--- src/rtl/core/fcsr_pkg.sv ---
// ----------------------------------------------------------------------------
// fcsr_pkg
// Shared types, constants and helpers of the four channel speed ramp unit
// ----------------------------------------------------------------------------
package fcsr_pkg;

  localparam int CHANNELS   = 4;
  localparam int OUT_FIELDS = 4;

  localparam int CMD_W    = 2;
  localparam int CHAN_W   = 2;
  localparam int REQ_W    = 16;
  localparam int STEP_W   = 16;
  localparam int LIMIT_W  = 9;
  localparam int TARGET_W = 10;
  localparam int SPEED_W  = 16;
  localparam int GOAL_W   = 17;
  localparam int DIFF_W   = 18;

  localparam int CFG_IDX_W  = 1;
  localparam int CFG_DATA_W = 16;

  localparam logic [CMD_W-1:0] CMD_SET  = 2'd0;
  localparam logic [CMD_W-1:0] CMD_STOP = 2'd1;
  localparam logic [CMD_W-1:0] CMD_TICK = 2'd2;
  localparam logic [CMD_W-1:0] CMD_NONE = 2'd3;

  localparam logic [CFG_IDX_W-1:0] REG_RAMP_STEP = 1'd0;
  localparam logic [CFG_IDX_W-1:0] REG_RPM_LIMIT = 1'd1;

  localparam logic [STEP_W-1:0]  RAMP_STEP_RST = 16'd40;
  localparam logic [LIMIT_W-1:0] RPM_LIMIT_RST = 9'd210;
  localparam logic [LIMIT_W-1:0] RPM_LIMIT_MAX = 9'd327;

  localparam logic signed [GOAL_W-1:0] UNITS_PER_RPM = 17'sd100;

  typedef struct packed {
    logic [CMD_W-1:0]        cmd;
    logic [CHAN_W-1:0]       channel;
    logic signed [REQ_W-1:0] requested_rpm;
  } in_item_t;

  typedef struct packed {
    logic [STEP_W-1:0]  ramp_step;
    logic [LIMIT_W-1:0] rpm_limit;
  } cfg_t;

  typedef struct packed {
    logic                       go;
    logic [CMD_W-1:0]           cmd;
    logic                       hit;
    logic signed [TARGET_W-1:0] target;
  } chan_op_t;

  // clamp a requested rpm to plus or minus the effective limit
  function automatic logic signed [TARGET_W-1:0] clamp_rpm(
    input logic signed [REQ_W-1:0] req,
    input logic [LIMIT_W-1:0]      lim
  );
    logic [LIMIT_W-1:0]      lim_eff;
    logic signed [REQ_W-1:0] pos;
    logic signed [REQ_W-1:0] neg;
    logic signed [REQ_W-1:0] res;
    lim_eff = (lim > RPM_LIMIT_MAX) ? RPM_LIMIT_MAX : lim;
    pos     = signed'(REQ_W'(lim_eff));
    neg     = -pos;
    if (req > pos) begin
      res = pos;
    end else if (req < neg) begin
      res = neg;
    end else begin
      res = req;
    end
    return res[TARGET_W-1:0];
  endfunction

endpackage

--- src/rtl/core/fcsr_ifs.sv ---
// ----------------------------------------------------------------------------
// fcsr channel interfaces
// Valid/ready channels for commands, speed reports and register writes
// ----------------------------------------------------------------------------
interface fcsr_in_if;
  import fcsr_pkg::*;

  logic                    valid;
  logic                    ready;
  logic [CMD_W-1:0]        cmd;
  logic [CHAN_W-1:0]       channel;
  logic signed [REQ_W-1:0] requested_rpm;

  modport source (output valid, output cmd, output channel, output requested_rpm,
                  input ready);
  modport sink   (input valid, input cmd, input channel, input requested_rpm,
                  output ready);
endinterface

interface fcsr_out_if;
  import fcsr_pkg::*;

  logic                      valid;
  logic                      ready;
  logic signed [SPEED_W-1:0] speed_ch0;
  logic signed [SPEED_W-1:0] speed_ch1;
  logic signed [SPEED_W-1:0] speed_ch2;
  logic signed [SPEED_W-1:0] speed_ch3;

  modport source (output valid, output speed_ch0, output speed_ch1,
                  output speed_ch2, output speed_ch3, input ready);
  modport sink   (input valid, input speed_ch0, input speed_ch1,
                  input speed_ch2, input speed_ch3, output ready);
endinterface

interface fcsr_cfg_if;
  import fcsr_pkg::*;

  logic                  valid;
  logic                  ready;
  logic [CFG_IDX_W-1:0]  index;
  logic [CFG_DATA_W-1:0] data;

  modport source (output valid, output index, output data, input ready);
  modport sink   (input valid, input index, input data, output ready);
endinterface

--- src/rtl/core/fcsr_cfg_regs.sv ---
// ----------------------------------------------------------------------------
// fcsr_cfg_regs
// Ramp step and rpm limit registers behind the configuration write channel
// ----------------------------------------------------------------------------
module fcsr_cfg_regs (
  input  logic           clk,
  input  logic           rst_n,
  fcsr_cfg_if.sink       cfg_if,
  output fcsr_pkg::cfg_t cfg
);
  import fcsr_pkg::*;

  logic [STEP_W-1:0]  ramp_step_r;
  logic [LIMIT_W-1:0] rpm_limit_r;
  logic               wr;

  assign cfg_if.ready = 1'b1;
  assign wr           = cfg_if.valid;

  always_ff @(posedge clk) begin
    if (!rst_n) begin
      ramp_step_r <= RAMP_STEP_RST;
      rpm_limit_r <= RPM_LIMIT_RST;
    end else if (wr) begin
      unique case (cfg_if.index)
        REG_RAMP_STEP: ramp_step_r <= cfg_if.data[STEP_W-1:0];
        REG_RPM_LIMIT: rpm_limit_r <= cfg_if.data[LIMIT_W-1:0];
        default: ;
      endcase
    end
  end

  assign cfg.ramp_step = ramp_step_r;
  assign cfg.rpm_limit = rpm_limit_r;

endmodule

--- src/rtl/core/fcsr_channel.sv ---
// ----------------------------------------------------------------------------
// fcsr_channel
// Target and ramped speed of one motor channel with its slew update
// ----------------------------------------------------------------------------
module fcsr_channel (
  input  logic                               clk,
  input  logic                               rst_n,
  input  fcsr_pkg::chan_op_t                 op,
  input  logic [fcsr_pkg::STEP_W-1:0]        ramp_step,
  output logic signed [fcsr_pkg::SPEED_W-1:0] speed_nxt
);
  import fcsr_pkg::*;

  logic signed [TARGET_W-1:0] target_r, target_nxt;
  logic signed [SPEED_W-1:0]  ramped_r, ramped_nxt;
  logic signed [GOAL_W-1:0]   tgt_ext;
  logic signed [GOAL_W-1:0]   goal;
  logic signed [DIFF_W-1:0]   diff;
  logic signed [DIFF_W-1:0]   step_s;
  logic signed [DIFF_W-1:0]   up;
  logic signed [DIFF_W-1:0]   down;
  logic signed [SPEED_W-1:0]  ramp_val;

  assign tgt_ext = GOAL_W'(target_r);
  assign goal    = tgt_ext * UNITS_PER_RPM;
  assign diff    = DIFF_W'(goal) - DIFF_W'(ramped_r);
  assign step_s  = signed'(DIFF_W'(ramp_step));
  assign up      = DIFF_W'(ramped_r) + step_s;
  assign down    = DIFF_W'(ramped_r) - step_s;

  always_comb begin
    priority if (diff > step_s) begin
      ramp_val = up[SPEED_W-1:0];
    end else if (diff < -step_s) begin
      ramp_val = down[SPEED_W-1:0];
    end else begin
      ramp_val = goal[SPEED_W-1:0];
    end
  end

  always_comb begin
    target_nxt = target_r;
    ramped_nxt = ramped_r;
    if (op.go) begin
      unique case (op.cmd)
        CMD_SET: begin
          if (op.hit) begin
            target_nxt = op.target;
          end
        end
        CMD_STOP: begin
          if (op.hit) begin
            target_nxt = '0;
            ramped_nxt = '0;
          end
        end
        CMD_TICK: ramped_nxt = ramp_val;
        CMD_NONE: ;
        default: ;
      endcase
    end
  end

  always_ff @(posedge clk) begin
    if (!rst_n) begin
      target_r <= '0;
      ramped_r <= '0;
    end else begin
      target_r <= target_nxt;
      ramped_r <= ramped_nxt;
    end
  end

  assign speed_nxt = ramp_val;

endmodule

--- src/rtl/core/four_channel_speed_ramp_unit.sv ---
// ----------------------------------------------------------------------------
// four_channel_speed_ramp_unit
// Slew rate limiter for the speed setpoints of four motor channels
// ----------------------------------------------------------------------------
// in_if carries commands: set target (rpm clamped to the rpm limit), stop
// (target and speed of one channel to zero) and tick (all channels step
// toward their targets). only a tick produces a transaction on out_if,
// holding the four ramped speeds in 0.01 rpm after the step.
// cfg_if writes the ramp step and the rpm limit; it is always ready and is
// meant to be used while no command is in flight.
// an accepted command is held in an input register until it can move on;
// then the channel logic updates its state and a tick result is loaded
// into the output register, which drives the report.
// throughput is one command per cycle while no tick waits on the single
// output register; in_if accepts while a report waits as long as the input
// register can move on.
// reset clears all targets and speeds to zero, sets the ramp step to
// 0.4 rpm and the limit to 210 rpm. when the receiver stalls, a tick waits
// in the input register and in_if.ready drops until the report is taken.
// ----------------------------------------------------------------------------
module four_channel_speed_ramp_unit (
  input  logic        clk,
  input  logic        rst_n,
  fcsr_in_if.sink     in_if,
  fcsr_out_if.source  out_if,
  fcsr_cfg_if.sink    cfg_if
);
  import fcsr_pkg::*;

  cfg_t      cfg;
  in_item_t  s1_r;
  logic      s1_vld_r;
  logic      s1_res;
  logic      s1_go;
  logic      out_free;
  logic      in_acc;
  logic      out_vld_r;
  chan_op_t  op;
  logic signed [TARGET_W-1:0] clamped;

  logic signed [SPEED_W-1:0] speed_nxt [CHANNELS];
  logic signed [SPEED_W-1:0] field_nxt [OUT_FIELDS];
  logic signed [SPEED_W-1:0] field_r   [OUT_FIELDS];

  fcsr_cfg_regs u_cfg (
    .clk    (clk),
    .rst_n  (rst_n),
    .cfg_if (cfg_if),
    .cfg    (cfg)
  );

  assign s1_res   = s1_vld_r && (s1_r.cmd == CMD_TICK);
  assign out_free = !out_vld_r || out_if.ready;
  assign s1_go    = s1_vld_r && (!s1_res || out_free);
  assign in_if.ready = !s1_vld_r || s1_go;
  assign in_acc   = in_if.valid && in_if.ready;

  // input register
  always_ff @(posedge clk) begin
    if (!rst_n) begin
      s1_vld_r <= 1'b0;
    end else if (in_acc) begin
      s1_vld_r <= 1'b1;
    end else if (s1_go) begin
      s1_vld_r <= 1'b0;
    end
  end

  always_ff @(posedge clk) begin
    if (in_acc) begin
      s1_r.cmd           <= in_if.cmd;
      s1_r.channel       <= in_if.channel;
      s1_r.requested_rpm <= in_if.requested_rpm;
    end
  end

  assign clamped = clamp_rpm(s1_r.requested_rpm, cfg.rpm_limit);

  for (genvar i = 0; i < CHANNELS; i++) begin : g_chan
    chan_op_t op_i;

    always_comb begin
      op_i     = op;
      op_i.hit = (int'(s1_r.channel) == i);
    end

    fcsr_channel u_chan (
      .clk       (clk),
      .rst_n     (rst_n),
      .op        (op_i),
      .ramp_step (cfg.ramp_step),
      .speed_nxt (speed_nxt[i])
    );
  end

  assign op.go     = s1_go;
  assign op.cmd    = s1_r.cmd;
  assign op.hit    = 1'b0;
  assign op.target = clamped;

  for (genvar k = 0; k < OUT_FIELDS; k++) begin : g_field
    if (k < CHANNELS) begin : g_live
      assign field_nxt[k] = speed_nxt[k];
    end else begin : g_absent
      assign field_nxt[k] = '0;
    end
  end

  // output register
  always_ff @(posedge clk) begin
    if (!rst_n) begin
      out_vld_r <= 1'b0;
    end else if (s1_go && s1_res) begin
      out_vld_r <= 1'b1;
    end else if (out_if.ready) begin
      out_vld_r <= 1'b0;
    end
  end

  always_ff @(posedge clk) begin
    if (s1_go && s1_res) begin
      field_r <= field_nxt;
    end
  end

  assign out_if.valid     = out_vld_r;
  assign out_if.speed_ch0 = field_r[0];
  assign out_if.speed_ch1 = field_r[1];
  assign out_if.speed_ch2 = field_r[2];
  assign out_if.speed_ch3 = field_r[3];

endmodule
--- src/flat_wrapper.sv ---
// flat-port wrapper written by rule: the top's interface ports become plain ports
module four_channel_speed_ramp_unit_flat import fcsr_pkg::*;
  (clk, rst_n, in_if_valid, in_if_cmd, in_if_channel, in_if_requested_rpm, in_if_ready, out_if_valid, out_if_speed_ch0, out_if_speed_ch1, out_if_speed_ch2, out_if_speed_ch3, out_if_ready, cfg_if_valid, cfg_if_index, cfg_if_data, cfg_if_ready);
  fcsr_in_if in_if_i ();
  fcsr_out_if out_if_i ();
  fcsr_cfg_if cfg_if_i ();
  input  logic clk;
  input  logic rst_n;
  input wire logic [$bits(in_if_i.valid)-1:0] in_if_valid;
  input wire logic [$bits(in_if_i.cmd)-1:0] in_if_cmd;
  input wire logic [$bits(in_if_i.channel)-1:0] in_if_channel;
  input wire logic [$bits(in_if_i.requested_rpm)-1:0] in_if_requested_rpm;
  output wire logic [$bits(in_if_i.ready)-1:0] in_if_ready;
  output wire logic [$bits(out_if_i.valid)-1:0] out_if_valid;
  output wire logic [$bits(out_if_i.speed_ch0)-1:0] out_if_speed_ch0;
  output wire logic [$bits(out_if_i.speed_ch1)-1:0] out_if_speed_ch1;
  output wire logic [$bits(out_if_i.speed_ch2)-1:0] out_if_speed_ch2;
  output wire logic [$bits(out_if_i.speed_ch3)-1:0] out_if_speed_ch3;
  input wire logic [$bits(out_if_i.ready)-1:0] out_if_ready;
  input wire logic [$bits(cfg_if_i.valid)-1:0] cfg_if_valid;
  input wire logic [$bits(cfg_if_i.index)-1:0] cfg_if_index;
  input wire logic [$bits(cfg_if_i.data)-1:0] cfg_if_data;
  output wire logic [$bits(cfg_if_i.ready)-1:0] cfg_if_ready;
  assign in_if_i.valid = in_if_valid;
  assign in_if_i.cmd = in_if_cmd;
  assign in_if_i.channel = in_if_channel;
  assign in_if_i.requested_rpm = in_if_requested_rpm;
  assign in_if_ready = in_if_i.ready;
  assign out_if_valid = out_if_i.valid;
  assign out_if_speed_ch0 = out_if_i.speed_ch0;
  assign out_if_speed_ch1 = out_if_i.speed_ch1;
  assign out_if_speed_ch2 = out_if_i.speed_ch2;
  assign out_if_speed_ch3 = out_if_i.speed_ch3;
  assign out_if_i.ready = out_if_ready;
  assign cfg_if_i.valid = cfg_if_valid;
  assign cfg_if_i.index = cfg_if_index;
  assign cfg_if_i.data = cfg_if_data;
  assign cfg_if_ready = cfg_if_i.ready;
  four_channel_speed_ramp_unit u_core (.clk(clk), .rst_n(rst_n), .in_if(in_if_i), .out_if(out_if_i), .cfg_if(cfg_if_i));
endmodule
--- config.mk ---
export PLATFORM = sky130hd
export DESIGN_NAME = four_channel_speed_ramp_unit_flat
export DESIGN_NICKNAME = d
export VERILOG_FILES = /design/src/rtl/core/fcsr_pkg.sv /design/src/rtl/core/fcsr_ifs.sv /design/src/rtl/core/fcsr_cfg_regs.sv /design/src/rtl/core/fcsr_channel.sv /design/src/rtl/core/four_channel_speed_ramp_unit.sv /design/src/flat_wrapper.sv
export SDC_FILE = /design/constraint.sdc
export NUM_CORES = 1
export LEC_CHECK = 0
export ABC_AREA = 0
export ABC_CLOCK_PERIOD_IN_PS = 10300
export BUFFER_PORTS_ARGS = -buffer_cell sky130_fd_sc_hd__buf_4
export CAP_MARGIN = 30
export CORE_MARGIN = 2
export CORE_UTILIZATION = 56
export CTS_CLUSTER_DIAMETER = 80
export DETAILED_ROUTE_END_ITERATION = 16
export PLACE_DENSITY = 0.73
export RECOVER_POWER = 100
export SLEW_MARGIN = 40
export SYNTH_ARGS = -nofsm -noshare
export SYNTH_HDL_FRONTEND = slang
export SYNTH_HIERARCHICAL = 1
export SYNTH_SLANG_ARGS = --single-unit
--- constraint.sdc ---
create_clock -name clk -period 10.3 [get_ports clk]
set_input_delay 0.515 -clock clk [delete_from_list [all_inputs] [get_ports clk]]
set_output_delay 0.515 -clock clk [all_outputs]
set_load 0.03 [all_outputs]
; After elaboration in Yosys (flattened, before gate mapping)
; Index checks and enable logic that the tools add are counted.
; Widths: inputs -> output; s select.
[op_classes]
addsub = 14
multipliers = 4
n_lt_le_gt_ge = 11
n_eq_ne = 13
muxes = 35
bitwise_logic = 1
reduce_logical = 26
[op_table]
columns = cell, n
row1 = $mux 16, 12
row2 = $pmux 16 s2, 4
row3 = $mux 10, 10
row4 = $pmux 10 s2, 4
row5 = $gt 18x17->1, 4
row6 = $lt 18x18->1, 4
row7 = $sub 17x16->18, 4
row8 = $add 16x16->16, 4
row9 = $sub 16x16->16, 4
row10 = $mul 10x6->15 const B, 4
row11 = $neg 16->18, 1
row12 = $gt 16x10->1, 1
row13 = $lt 16x16->1, 1
row14 = $ne 2x1->1 const B, 8
row15 = $neg 9->16, 1
row16 = $reduce_and 4->1, 4
row17 = $reduce_and 3->1, 4
row18 = $gt 9x9->1 const B, 1
row19 = $mux 9, 1
row20 = $reduce_bool 2->1, 4
row21 = $eq 2x2->1 const B, 3
row22 = $eq 2x1->1 const B, 2
row23 = $logic_and 1x1->1, 4
row24 = $logic_not 2->1, 2
row25 = 5 further kinds, 13
[word_totals]
reg_bits = 215
input_bits = 42
output_inout_bits = 67
word_cells = 123

; Longest topological paths before layout
[logic_depth]
word_depth = 8
mapped_depth = 31
mapped_depth_nobuf = 29

; Cells and area by module
; The synthesis kept the hierarchy.
[modules_own_cells]
columns = module, n_inst, cells_per_inst, area_per_inst_um2, seq_area_each_um2
row1 = fcsr_channel at u_core.g_chan[2].u_chan, 1, 781, 5967.0, 520.5
row2 = fcsr_channel at u_core.g_chan[0].u_chan, 1, 694, 5405.2, 520.5
row3 = fcsr_channel at u_core.g_chan[1].u_chan, 1, 665, 5343.9, 520.5
row4 = fcsr_channel at u_core.g_chan[3].u_chan, 1, 692, 5335.1, 520.5
row5 = four_channel_speed_ramp_unit, 1, 246, 3726.1, 2562.5
row6 = fcsr_cfg_regs, 1, 111, 1029.7, 500.5

; Worst setup path after synthesis
; Ideal clock, no wire load.
[synth_path]
kind = register to register
startpoint = reg u_core.g_chan[2].u_chan.target_r[1]
endpoint = reg u_core.field_r, in the netlist u_core/out_if.speed_ch2[6] (data pin)
setup_time_ps = 273
arrival_ps = 6367
required_ps = 10027
setup_slack_ps = 3661
path_stages_with_launch = 30
n_path_buf = 2
period_less_slack_ps = 6639
cell_sequence = dfxtp_1 > ha_1 > fa_1 > ha_1 > ha_1 > inv_1 > fa_1 > nor2b_1 > o21ai_0 > a21boi_0 > o31ai_1 > a21oi_1 > xor2_1 > ha_1 > nor3b_1 > nor2b_1 > nand3b_1 > o211a_2 > clkinv_1 > clkbuf_1 > ha_1 > and4_1 > o311ai_0 > nor3_1 > o31a_1 > nor2_1 > a31o_2 > buf_2 > a311oi_1 > o21ai_0
[synth_lines]
columns = element, line
row1 = from (decl), fcsr_channel.sv:14  ; logic signed [TARGET_W-1:0] target_r, target_nxt;
row2 = from (signal assigned), fcsr_channel.sv:69  ; target_r <= target_nxt;
row3 = to (signal assigned), four_channel_speed_ramp_unit.sv:122  ; field_r <= field_nxt;
row4 = to (decl), four_channel_speed_ramp_unit.sv:43  ; logic signed [SPEED_W-1:0] field_r [OUT_FIELDS];

; Worst setup path after layout
[layout_path]
startpoint = reg u_core.g_chan[2].u_chan.target_r[2]
endpoint = reg u_core.g_chan[2].u_chan.ramped_r[7]
[layout_via]
elab_chain_cells = 6
elab_cells_between_ends = 7
cone_classes = 1 x add/sub / 1 x mul / 2 x order compare / 3 x mux
[layout_rtl]
columns = element, line
row1 = $mul 10x6->15 (*), fcsr_channel.sv:25  ; assign goal = tgt_ext * UNITS_PER_RPM;
row2 = $sub 17x16->18, fcsr_channel.sv:26  ; assign diff = DIFF_W'(goal) - DIFF_W'(ramped_r);
row3 = $lt 18x18->1, fcsr_channel.sv:34  ; end else if (diff < -step_s) begin
row4 = $mux 16, fcsr_channel.sv:34
row5 = $mux 16 (*), fcsr_channel.sv:32  ; priority if (diff > step_s) begin
row6 = $pmux 16 s2 (*), fcsr_channel.sv:45  ; unique case (op.cmd)
row7 = to (signal assigned), fcsr_channel.sv:70  ; ramped_r <= ramped_nxt;
row8 = to (decl), fcsr_channel.sv:15  ; logic signed [SPEED_W-1:0] ramped_r, ramped_nxt;
; Mark *: on every way between the ends. The rest lies on a longest branch, timed or not.
; A chain may end at the register's enable or synchronous reset.

==> flow_results.org <==
** Status
- Failing checks :: capacitance limit, slew limit
- The run finished, with violations left.

** Placed design
- Routability-driven placement congestion ratio :: 0.972
- The count of buffers added on input and output ports is 107.
- The placed instances occupy a cell area of 28,100 sq um.
- After legalization and detailed placement, the total HPWL measured 66.3 mm.
- Post-place setup slack :: 2.56 ns
- After detailed placement, the design holds a cell count of 3,836.

** Global routing
- Across every metal layer, demand over resource in global routing totals 34.0%.
- Entering global routing, the biggest net connects 69 pins.
- The first global-routing pass estimated 135 mm of wire.
- Vias in the first global route :: 24,391
- Summed over all layers, the global routing overflow is 0.
- The initial antenna violation count is 4.

** Critical path
- Required time reported for the critical path endpoint :: 10.79 ns
- In this run the critical register-to-register path is captured at u_core/g_chan[2].u_chan/ramped_r[7].
- STA puts the critical path data arrival time at 8.97 ns.
- Crit path capture type :: flop
- Startpoint of the lowest-slack register-to-register path :: u_core/g_chan[2].u_chan/target_r[2]
- In this run the worst path has a maximum fanout of 34.
- In this run the worst setup path terminates at u_core/g_chan[2].u_chan/ramped_r[7].
- In this run the register-to-register setup slack is 1.82 ns.
- The setup path with the least slack is of type reg2reg.
- The worst setup path is launched from a flop.
- Measured in cells, the most critical reg-to-reg path has a length of 26.
- The most critical setup path has its startpoint at u_core/g_chan[2].u_chan/target_r[2].

** Cells and area
- Final net count :: 3,800
- The area growth from synthesis to layout is 6.71%.
- Post-route non-filler standard cell count :: 3,891
- Share of post-route cells with drive strength above 1 :: 6.20%
- Final Instance Area :: 28,600 sq um
- Diodes inserted :: 0
- Layout filler cell count :: 4,373

** Synth
- The number of nets in the synthesized netlist is 3,736.
- Top cells by instance count after synthesis :: sky130_fd_sc_hd__ha_1 (465), sky130_fd_sc_hd__nand2_1 (266), sky130_fd_sc_hd__inv_1 (252), sky130_fd_sc_hd__a21oi_1 (234), sky130_fd_sc_hd__nor2_1 (182)
- Most numerous cell in the Yosys netlist :: sky130_fd_sc_hd__ha_1
- Counting flops and latches in the post-synthesis netlist gives 215.
- During synthesis, Yosys emitted a total of 6 warnings.
- The mapped netlist covers 26,800 sq um.
- Library cell with the largest summed area after synthesis :: sky130_fd_sc_hd__ha_1
- Sorting the synthesized cells by area gives the leading types as sky130_fd_sc_hd__ha_1 (22%), sky130_fd_sc_hd__dfxtp_1 (9.8%), sky130_fd_sc_hd__edfxtp_1 (9.4%).
- Post-synth top flop :: sky130_fd_sc_hd__dfxtp_1
- Sequential fraction of the synthesis area :: 19.2%
- In the synthesized netlist, the number of instances is 3,189.
- In this run, synthesis inferred 84 flip-flops with an integrated enable.
- Share of flip-flops with an asynchronous set or reset :: 0%
- Netlist cell types :: 136
- Average cell area after synthesis :: 8.41 sq um
- Top-area cell type share of the netlist area :: 21.7%

** Timing
- Setup violations remaining at the end of the flow were counted as 0.
- Setup repair after global routing left no endpoint under its margin.
- Static timing analysis puts the maximum clock frequency at 118 MHz.
- Final Max Tran Viols :: 203
- Counting I/O delays and the setup requirement, the final critical path takes 8.48 ns.
- Measured against its own limit, the worst slew margin works out to -220%.
- Hold Fails Final Rpt :: 0
- For the final database, setup skew stands at 0.0211 ns.
- For the pin with the worst max-slew slack, the measured transition is 4.80 ns.
- In the post-route analysis, the smallest setup slack over all paths is 1.82 ns.
- Total Negative Setup Slacks :: 0 ns
- Final worst-path cycle share :: 82.3%

** Clock tree
- TritonCTS clock tree :: built
- After clock tree synthesis, the repair step resized 0 gates.
- TritonCTS buffer count :: 29
- Clock sink count :: 215
- Clock tree buffer depth :: 3
- In this run the number of H-tree levels came out at 1.
- CTS placed an instance of sky130_fd_sc_hd__clkbuf_16 at the clock tree root.
- Clock slew seen by the registers of the worst setup and hold paths :: 0.06 ns
- The number of setup buffers added after CTS is 0.
- Insertion delay to the later sink of the worst-skew pair :: 0.61 ns
- In this run, post-CTS hold repair placed 0 buffers.

** Hold path
- In this run the worst hold path is classified as in2reg.

** Die
- Die area :: 49,600 sq um
- Std-Cell Core Area :: 47,400 sq um
- Count of pins on the block boundary :: 109
- In this run the vertical extent of the chip is 223 um.
- Once the floorplan was initialized, standard cells occupied 56.5% of the core.
- The die is 223 um wide.
- Number of placement rows :: 80

** Route
- Detailed-route via count :: 25,200
- Routed WL :: 86.3 mm
- Once detail routing completed, the nets flagged for antenna violations numbered 0.
- Drt pass-1 iters :: 6
- After detailed routing, the number of remaining DRC violations is 0.
- Uppermost layer routed :: met5
- Initial DRC Count :: 2,247
- Routed wire length per instance :: 22.2 um
- Metal-1 WL :: 36.3 mm
- In the routed layout, each cell is associated on average with a via count of 6.48.
- After detailed routing, the met2 layer carries 38.5 mm of wire.
- Routed wl met3 :: 6.53 mm

** Run
- Across the run, the number of max-cap violations was 5.
stage by stage:
stage                     hold slack [ns]  util (%)
after floorplan                     0.457         -
after global placement              0.448      59.2
after detailed placement            0.457      59.3
after CTS                          0.0716      61.2
after global routing               0.0903      60.3
final                               0.105      60.3
cells by family after synthesis:
logic type | count (synthesis) | share of synthesized area, %
flip-flops | 215 | 19.2
XOR/XNOR | 170 | 5.55
buffers and inverters | 360 | 5.58
adder cells (fa/ha/maj) | 505 | 24.7
AO/OA/AOI/OAI | 881 | 23.6
multiplexers | 50 | 1.99
AND/OR/NAND/NOR | 1007 | 19.4
other | 1 | 0.0140
worst min path at each step:
stage	startpoint	end	slack, ns	cells after the start
after floorplan	u_core/u_cfg/rpm_limit_r[8]	u_core/u_cfg/rpm_limit_r[8]	0.46	2
after global placement	u_core/u_cfg/ramp_step_r[12]	u_core/u_cfg/ramp_step_r[12]	0.45	2
after detailed placement	u_core/u_cfg/ramp_step_r[12]	u_core/u_cfg/ramp_step_r[12]	0.46	2
after CTS	in_if_requested_rpm[8]	u_core/s1_r[8]	0.07	1
after global routing	in_if_requested_rpm[14]	u_core/s1_r[14]	0.09	1
final	in_if_requested_rpm[8]	u_core/s1_r[8]	0.10	1
state kept, by name (all words and copies together) (netlist names):
register / cells
u_core/g_chan.u_chan/ramped_r: 64
u_core/g_chan.u_chan/target_r: 40
u_core/s1_r: 18
u_core/out_if.speed_ch0: 16
u_core/out_if.speed_ch1: 16
u_core/out_if.speed_ch2: 16
u_core/out_if.speed_ch3: 16
u_core/u_cfg/ramp_step_r: 16
u_core/u_cfg/rpm_limit_r: 9
u_core/g_chan.op_i: 2
u_core/out_if.valid: 1
u_core/s1_vld_r: 1
layout make-up:
cell class | instances | area [sq um] | share of cell area, %
multi-input combinational | 2614 | 20100 | 70.1
inverter | 256 | 962 | 3.36
clock inverter | 22 | 195 | 0.682
sequential | 215 | 5150 | 18.0
tap | 615 | 769 | 2.69
clock buffer | 32 | 737 | 2.58
timing repair buffer | 137 | 739 | 2.59
critical path, stage by stage, from the launching register on:
cell	delay, ns
sky130_fd_sc_hd__dfxtp_1	0.52
sky130_fd_sc_hd__ha_1	0.32
sky130_fd_sc_hd__fa_1	0.48
sky130_fd_sc_hd__ha_1	0.29
sky130_fd_sc_hd__ha_1	0.16
sky130_fd_sc_hd__inv_1	0.06
sky130_fd_sc_hd__fa_1	0.41
sky130_fd_sc_hd__nor2b_1	0.13
sky130_fd_sc_hd__o21ai_0	0.10
sky130_fd_sc_hd__a21boi_0	0.31
sky130_fd_sc_hd__nor2_1	0.15
sky130_fd_sc_hd__ha_1	0.41
sky130_fd_sc_hd__nand2_1	0.08
sky130_fd_sc_hd__o21ai_0	0.33
sky130_fd_sc_hd__a31oi_4	0.08
sky130_fd_sc_hd__a2111oi_0	0.71
sky130_fd_sc_hd__a211oi_4	0.07
sky130_fd_sc_hd__buf_4	0.29
sky130_fd_sc_hd__inv_1	0.59
sky130_fd_sc_hd__ha_1	0.36
sky130_fd_sc_hd__and4_1	0.21
sky130_fd_sc_hd__nand2_1	0.09
sky130_fd_sc_hd__a41oi_1	0.30
sky130_fd_sc_hd__nor2_1	0.55
sky130_fd_sc_hd__a31o_1	0.70
sky130_fd_sc_hd__a2111oi_0	0.22
sky130_fd_sc_hd__or3b_1	0.41
placed cells by master (no fill, tap or decap), types with 38 or more instances in the layout:
cell | netlist | layout
sky130_fd_sc_hd__nor3_1 | 97 | 99
sky130_fd_sc_hd__xnor2_1 | 125 | 125
sky130_fd_sc_hd__a21oi_1 | 234 | 236
sky130_fd_sc_hd__clkbuf_1 | 69 | 80
sky130_fd_sc_hd__buf_4 | 4 | 42
sky130_fd_sc_hd__nor4_1 | 43 | 43
sky130_fd_sc_hd__o31ai_1 | 38 | 38
sky130_fd_sc_hd__o211ai_1 | 43 | 46
sky130_fd_sc_hd__xor2_1 | 45 | 45
sky130_fd_sc_hd__dfxtp_1 | 131 | 130
sky130_fd_sc_hd__nand2b_1 | 47 | 47
sky130_fd_sc_hd__mux2i_1 | 38 | 39
sky130_fd_sc_hd__inv_1 | 252 | 253
sky130_fd_sc_hd__nand3_1 | 78 | 77
sky130_fd_sc_hd__nand2_1 | 266 | 266
sky130_fd_sc_hd__o21ai_0 | 112 | 119
sky130_fd_sc_hd__edfxtp_1 | 84 | 84
sky130_fd_sc_hd__nor2_1 | 182 | 184
sky130_fd_sc_hd__ha_1 | 465 | 465
sky130_fd_sc_hd__nor2b_1 | 70 | 69
sky130_fd_sc_hd__fa_1 | 40 | 40
sky130_fd_sc_hd__a21o_1 | 60 | 60
routing by layer:
metal  global-route usage [%]  vias to the layer above
li1                         -                    11896
met1                     44.2                    12019
met2                     55.1                     1011
met3                     4.65                      270
met4                     17.7                        4
met5                        0                        -
Power is left out: the tool's default activity adds up to more than one toggle a clock period on the data nets, which glitch-free logic cannot reach.
